==> src/hdl/lzwc_ram.sv <==
// ----------------------------------------------------------------------------
// LZW compressor RAM
// Generic simple dual-port RAM with one write port and a registered read.
// ----------------------------------------------------------------------------
`default_nettype none
module lzwc_ram #(
	parameter int WIDTH = 8,
	parameter int DEPTH = 16
) (
	input wire logic clk,
	input wire logic we,
	input wire logic [$clog2(DEPTH)-1:0] waddr,
	input wire logic [WIDTH-1:0] wdata,
	input wire logic [$clog2(DEPTH)-1:0] raddr,
	output logic [WIDTH-1:0] rdata
);
	logic [WIDTH-1:0] mem_q [0:DEPTH-1];

	always_ff @(posedge clk) begin
		if (we) begin
			mem_q[waddr] <= wdata;
		end
		rdata <= mem_q[raddr];
	end
endmodule
`default_nettype wire

==> config.mk <==
export PLATFORM = sky130hd
export DESIGN_NAME = lzwc_ram
export DESIGN_NICKNAME = d
export VERILOG_FILES = /design/src/hdl/lzwc_ram.sv
export SDC_FILE = /design/constraint.sdc
export NUM_CORES = 1
export LEC_CHECK = 0
export BUFFER_PORTS_ARGS = -buffer_cell sky130_fd_sc_hd__buf_2
export CAP_MARGIN = 20
export CORE_ASPECT_RATIO = 1.1
export CORE_UTILIZATION = 45
export DETAILED_ROUTE_END_ITERATION = 8
export PLACE_DENSITY = 0.69
export REMOVE_ABC_BUFFERS = 1
export SYNTH_ARGS = -nofsm -noshare
export SYNTH_HDL_FRONTEND = slang
export SYNTH_SLANG_ARGS = --single-unit
==> constraint.sdc <==
create_clock -name clk -period 2 [get_ports clk]
set_clock_uncertainty 0.2 [all_clocks]
set_input_delay 0.2 -clock clk [delete_from_list [all_inputs] [get_ports clk]]
set_output_delay 0.2 -clock clk [all_outputs]
set_load 0.01 [all_outputs]
==> flow_summary_export.csv, run 1 <==
group,metric,value,unit
power,fin_total_pwr,6540,uW
synthesis,ys_seq_elements,136,
drt,antenna_violating_nets_post_route,0,
setup_path,regToRegStartpoint,"mem_q[2][5]",
synthesis,ys_seq_area_share,77.8,%
power,vdd_drop_max,0.586,mV
timing,final.setup.worst_slack,0.382,ns
min_path,hold_path.class,"in -> reg",
timing,final.period_utilization,80.9,%
floorplanning,coreArea,0.0110,sq mm
place,detailedPlacementHpwl,6100,microns
timing,final-max-slew-violation-count,0,
global_routing,grt_pass1_wl,15000,microns
synthesis,synth_cells,229,
cts,clockBufferDepth,2,
setup_path,critical-path-slowest-cell,"sky130_fd_sc_hd__mux4_1",
timing,max_clock_freq,618,MHz
global_routing,grt_max_degree,33,
final_layout,proportion_of_layout_cells_with_a_drive_suffix_above_1,31.4,%
synthesis,post_synth.cell_area_avg,22.5,sq um
cts,numCtsBuffers,17,
global_routing,grt_use_total,18.0,%
final_layout,syn_to_final_growth,21.1,%
floorplanning,die_area,0.0119,sq mm
drt,vias_per_cell,5.44,
timing,min_period,1.62,ns
floorplanning,effective_utilization_at_floorplan,46.8,%
timing,tightest_slew,0.437,ns
floorplanning,boundaryPins,26,
setup_path,depth_of_the_most_critical_reg_to_reg_path,3,
cts,worstSkewPairLatency,0.41,ns
final_layout,layout_common_cells,"128 x sky130_fd_sc_hd__edfxtp_1, 25 x sky130_fd_sc_hd__buf_2, 19 x sky130_fd_sc_hd__buf_4, 18 x sky130_fd_sc_hd__mux4_2, 17 x sky130_fd_sc_hd__clkbuf_16",
final_layout,diodes,0,
drt,detailedRoute.firstIterationViolations,131,
timing,final_count_of_negative_setup_slack_endpoints,0,
drt,totalWireLength,9710,microns
synthesis,syn_area,0.00515,sq mm
place,weighted_congestion_at_the_end_of_routability_driven_global_placement,0.672,
setup_path,r2r_end,"rdata[5]",
drt,detail_routed_net_length_per_standard_cell,21.4,microns
run,drv_cap,0,
cts,cts_resized,0,
setup_path,arrival,1.71,ns
setup_path,crit_path_end,"rdata[5]",
drt,drt_drc,0,
timing,setup_tns,0,ns
place,place.port_buffers,25,
floorplanning,die_w,104,microns
power,leakage,0.00212,uW
drt,via_count,2463,
timing,timing.max_slew.rel_slack,70.9,%
setup_path,critPathMaxFanout,1,
final_layout,mostFrequentLayoutCell,"sky130_fd_sc_hd__edfxtp_1",
setup_path,critical_path_required,2.09,ns
setup_path,worst_path_largest_cell_delay,0.54,ns
global_routing,first_global_vias,2567,
setup_path,crit_type,"reg -> reg",
global_routing,grt-ovfl-total,0,
cts,clkSlewWorstSetupHoldPaths,0.06,ns
setup_path,critical_path_cell_list,"mux4_1 > a22oi_1 > nand2_1",
setup_path,worst_setup_path_startpoint,"mem_q[2][5]",
final_layout,num-nets-final,311,
synthesis,post_synth_num_cell_types,19,
setup_path,timing.critical_path.from_type,"flop",
cts,clockRootBuffer,"sky130_fd_sc_hd__clkbuf_16",
cts,cts_tree,"yes",
setup_path,critPathCaptureType,"flop",
power,p_per_area,1050,mW/mm^2
cts,htree_num_levels,4,
global_routing,antenna_found_initial,0,
drt,firstDrtPassIters,4,
setup_path,r2r_setup_slack,0.38,ns
cts,numClockSinks,136,
synthesis,yosysWarnings,0,
place,post-place-ws,0.157,ns
timing,hold_viol,0,
floorplanning,floorplan.die.height,114,microns
status,run_status,"completed",
floorplanning,num_rows,40,
timing,grt_setup_unrepaired,"no",
## worst min-delay path by stage
stage	start	end	slack, ns	depth (start not counted)
after floorplan	wdata[0]	mem_q[0][0]	0.1	0
after global placement	wdata[6]	mem_q[6][6]	0.39	1
after detailed placement	rdata[4]	rdata[4]	0.39	1
after CTS	waddr[0]	mem_q[0][1]	0.14	3
after global routing	waddr[0]	mem_q[0][1]	0.15	3
final	waddr[0]	mem_q[0][1]	0.15	3
## cell families after synthesis
logic type	Yosys count	share of synthesized area (%)
flip-flops	136	77.8
multiplexers	32	15.0
AO/OA/AOI/OAI	16	2.33
buffers and inverters	10	1.68
AND/OR/NAND/NOR	35	3.18
## cells in the mapped netlist
cell | n | area (sq um)
sky130_fd_sc_hd__nand3_1 | 1 | 5.00
sky130_fd_sc_hd__nand2_1 | 9 | 33.8
sky130_fd_sc_hd__buf_4 | 1 | 7.51
sky130_fd_sc_hd__nand3b_1 | 2 | 15.0
sky130_fd_sc_hd__and2b_1 | 1 | 7.51
sky130_fd_sc_hd__edfxtp_1 | 128 | 3840
sky130_fd_sc_hd__buf_6 | 3 | 33.8
sky130_fd_sc_hd__buf_2 | 3 | 15.0
sky130_fd_sc_hd__a22oi_1 | 16 | 120
sky130_fd_sc_hd__nor2_1 | 13 | 48.8
sky130_fd_sc_hd__or3b_2 | 1 | 8.76
sky130_fd_sc_hd__dfxtp_1 | 8 | 160
sky130_fd_sc_hd__nor2b_1 | 1 | 6.26
sky130_fd_sc_hd__nor3_1 | 4 | 20.0
sky130_fd_sc_hd__and2_1 | 1 | 6.26
sky130_fd_sc_hd__mux4_1 | 14 | 368
sky130_fd_sc_hd__nand2b_1 | 2 | 12.5
sky130_fd_sc_hd__clkdlybuf4s25_2 | 3 | 30.0
sky130_fd_sc_hd__mux4_2 | 18 | 405
## layer usage
layer,track usage (%),up-vias,share of wire (%)
met5,0,-,0
met4,6.86,0,0.88
met3,4.38,8,4.6
met2,30.1,74,51
met1,23.2,1279,44
li1,-,1102,-
## where the power goes
part           internal, uW  switching (uW)
Sequential             3190            21.4
Clock                  1850            1160
Combinational           145             172
Total                  5180            1360
## flip-flops by register name, summed over array words and instances (netlist names)
register	flops
mem_q	128
rdata	8
## area by class of cell
type | instances | area, sq um
well taps | 147 | 184
clock inverters | 13 | 149
multi-input cells | 83 | 1060
flip-flops and latches | 136 | 4000
clock buffers | 19 | 433
fillers | 830 | 4780
repair buffers | 55 | 408
## stage by stage
step / instance area, sq um / std cells / util [%] / hold WS [ns]
floorplan: 5060 / 219 / - / 0.0989
global placement: 5570 / 413 / 50.6 / 0.388
detailed placement: 5570 / 413 / 50.6 / 0.392
CTS: 6230 / 453 / 56.6 / 0.140
global route: 6230 / 453 / 56.6 / 0.151
finish: 6230 / 453 / 56.6 / 0.151
## timing repair
action / 4_1_cts / 5_1_grt
setup buffers: 0 / 0
endpoints found under the hold margin: 128 / 0
hold buffers: 8 / 0
endpoints found under the setup margin: 0 / 0
## worst max-delay path, delay by kind of cell, from the launching register on
kind             cells  cell delay [ns]
multiplexers         1             0.54
AO/OA/AOI/OAI        1             0.26
AND/OR/NAND/NOR      1             0.09
flip-flops           1             0.41
Note: power is estimated with default switching activity, not from simulation.
==> run 2: changes to the inputs <==
Clock period 2 ns to 1.6 ns, I/O delays scaled along.
==> run 2 against run 1 <==
Global-route usage is 0.13 points lower. Combinational power increased by 28%. Critical endpoint is now rdata[1]. Hold slack worse by 0.051 ns. Highest routed layer unchanged.
==> flow_summary_export.csv, run 2 (synthesized netlist as in run 1, its figures left out) <==
group,metric,value,unit
final_layout,largest_register_ff_count,128,
floorplanning,floorplan.die.height,114,microns
timing,max_clock_freq,653,MHz
final_layout,n_fill_cell,834,
setup_path,regToRegStartpoint,"mem_q[10][1]",
final_layout,regMostFlops,"mem_q",
timing,final-max-slew-violation-count,0,
setup_path,worstSetupPathDepth,3,
place,place.port_buffers,25,
setup_path,critPathCaptureType,"flop",
drt,wl_met3,380,microns
drt,firstDrtPassIters,4,
drt,detailedRoute.firstIterationViolations,150,
final_layout,diodes,0,
power,power.share.combinational,5.2,%
floorplanning,coreArea,0.0110,sq mm
setup_path,arrival,1.62,ns
setup_path,critPathMaxFanout,1,
timing,hold_viol,0,
setup_path,critical_path_required,1.69,ns
power,share_of_power_burned_in_the_clock_network,43.8,%
cts,worstSkewPairLatency,0.41,ns
setup_path,worst_path_largest_cell_delay,0.53,ns
final_layout,mostFrequentLayoutCell,"sky130_fd_sc_hd__edfxtp_1",
final_layout,num-nets-final,314,
timing,timing.hold.ws,0.100,ns
drt,route.met2.wl,4850,microns
timing,final.period_utilization,95.7,%
setup_path,r2r_end,"rdata[1]",
setup_path,depth_of_the_most_critical_reg_to_reg_path,3,
final_layout,instances_no_fill,456,
timing,timing.max_slew.rel_slack,52.4,%
global_routing,grt_use_total,17.9,%
drt,totalWireLength,9480,microns
min_path,hold_path.class,"in -> reg",
timing,tightest_slew,0.712,ns
place,weighted_congestion_at_the_end_of_routability_driven_global_placement,0.724,
floorplanning,num_rows,40,
cts,clockRootBuffer,"sky130_fd_sc_hd__clkbuf_16",
setup_path,worst_path_dominant_cell_family,"multiplexers",
power,power.switching_fraction,20.1,%
floorplanning,die_w,104,microns
timing,final_count_of_negative_setup_slack_endpoints,0,
setup_path,critical-path-slowest-cell,"sky130_fd_sc_hd__mux4_1",
setup_path,crit_type,"reg -> reg",
power,p_switching,1580,uW
timing,min_period,1.53,ns
setup_path,r2r_setup_slack,0.07,ns
setup_path,timing.critical_path.from_type,"flop",
drt,drt_drc,0,
final_layout,syn_to_final_growth,20.8,%
global_routing,first_global_vias,2590,
cts,clockBufferDepth,2,
drt,vias_per_cell,5.43,
setup_path,crit_path_end,"rdata[1]",
cts,postCtsSetupBuffers,0,
drt,via_count,2475,
power,p_per_area,1260,mW/mm^2
power,leakage,0.00213,uW
floorplanning,effective_utilization_at_floorplan,46.8,%
setup_path,critical_path_cell_list,"mux4_1 > a22oi_2 > nand2_1",
floorplanning,die_area,0.0119,sq mm
power,vdd_drop_max,0.736,mV
cts,cts_tree,"yes",
drt,antenna_violating_nets_post_route,0,
global_routing,grt_max_degree,17,
status,run_status,"completed",
timing,grt_setup_unrepaired,"no",
cts,clkSlewWorstSetupHoldPaths,0.05,ns
cts,numCtsBuffers,17,
final_layout,largest_registers,"mem_q: 128 flops, rdata: 8 flops",
place,detailedPlacementHpwl,6330,microns
power,internal_power,6280,uW
final_layout,layout_common_cells,"128 x sky130_fd_sc_hd__edfxtp_1, 25 x sky130_fd_sc_hd__buf_2, 21 x sky130_fd_sc_hd__buf_4, 18 x sky130_fd_sc_hd__mux4_2, 17 x sky130_fd_sc_hd__clkbuf_16",
setup_path,wp_buf_inv,0,
power,seq_power_share,51.0,%
drt,wl_met1,4080,microns
global_routing,antenna_found_initial,0,
final_layout,proportion_of_layout_cells_with_a_drive_suffix_above_1,30.7,%
global_routing,grt_pass1_wl,14800,microns
setup_path,worst_setup_path_startpoint,"mem_q[10][1]",
place,dpl.cell_count,416,
run,drv_cap,0,
drt,detail_routed_net_length_per_standard_cell,20.8,microns
cts,numClockSinks,136,
global_routing,grt-ovfl-total,0,
cts,htree_num_levels,4,
drt,top_signal_layer_used,"met4",
floorplanning,boundaryPins,26,
==> run 2: worst min-delay path by stage <==
stage / from / endpoint / slack [ns] / cells after the start
after global routing: waddr[0] / mem_q[0][4] / 0.11 / 3
after floorplan: wdata[0] / mem_q[0][0] / 0.06 / 0
after global placement: wdata[1] / mem_q[14][1] / 0.35 / 1
after CTS: waddr[0] / mem_q[8][1] / 0.1 / 3
final: waddr[0] / mem_q[0][2] / 0.10 / 3
after detailed placement: rdata[4] / rdata[4] / 0.36 / 1
==> run 2: per-layer routing <==
layer,track usage [%],vias up
met5,0,-
met4,7.71,0
met3,4.44,13
met2,29.2,65
met1,23.1,1288
li1,-,1109
==> run 2: cell type report <==
type                       count  area, sq um  share of cell area [%]
tap                          147          184                    2.96
timing repair buffer          58          443                    7.13
clock inverter                11         82.6                    1.33
multi-input combinational     83         1060                    17.1
clock buffer                  21          440                    7.09
sequential                   136         4000                    64.4
==> run 2: per-stage QoR <==
step	area, sq um	util [%]	setup TNS, ns	power, uW	setup WS, ns
after CTS	6210	56.4	0	7910	0.0281
final	6220	56.5	0	7860	0.0692
after floorplan	5060	-	-2.32	4240	-0.253
after global routing	6220	56.5	0	8110	0.00145
after global placement	5610	50.9	-1.09	4460	-0.140
after detailed placement	5610	50.9	-1.13	4480	-0.143
==> run 2: timing repair <==
| item | 4_1_cts | 5_1_grt |
|---|---|---|
| endpoints found under the hold margin | 128 | 0 |
| resized for setup | 0 | 1 |
| endpoints found under the setup margin | 0 | 1 |
| hold buffers | 8 | 0 |
==> run 2: worst min-delay path, cell delays in order <==
cell and delay (ns):
sky130_fd_sc_hd__buf_2 0.14, sky130_fd_sc_hd__nor3_1 0.06, sky130_fd_sc_hd__buf_4 0.18
==> run 2: power by group through the flow <==
stage | clock (uW) | combinational, uW | sequential [uW]
after floorplan | 0 | 160 | 4090
after detailed placement | 0 | 396 | 4080
final | 3440 | 405 | 4010
after CTS | 3480 | 412 | 4010
after global placement | 0 | 385 | 4080
after global routing | 3650 | 442 | 4020
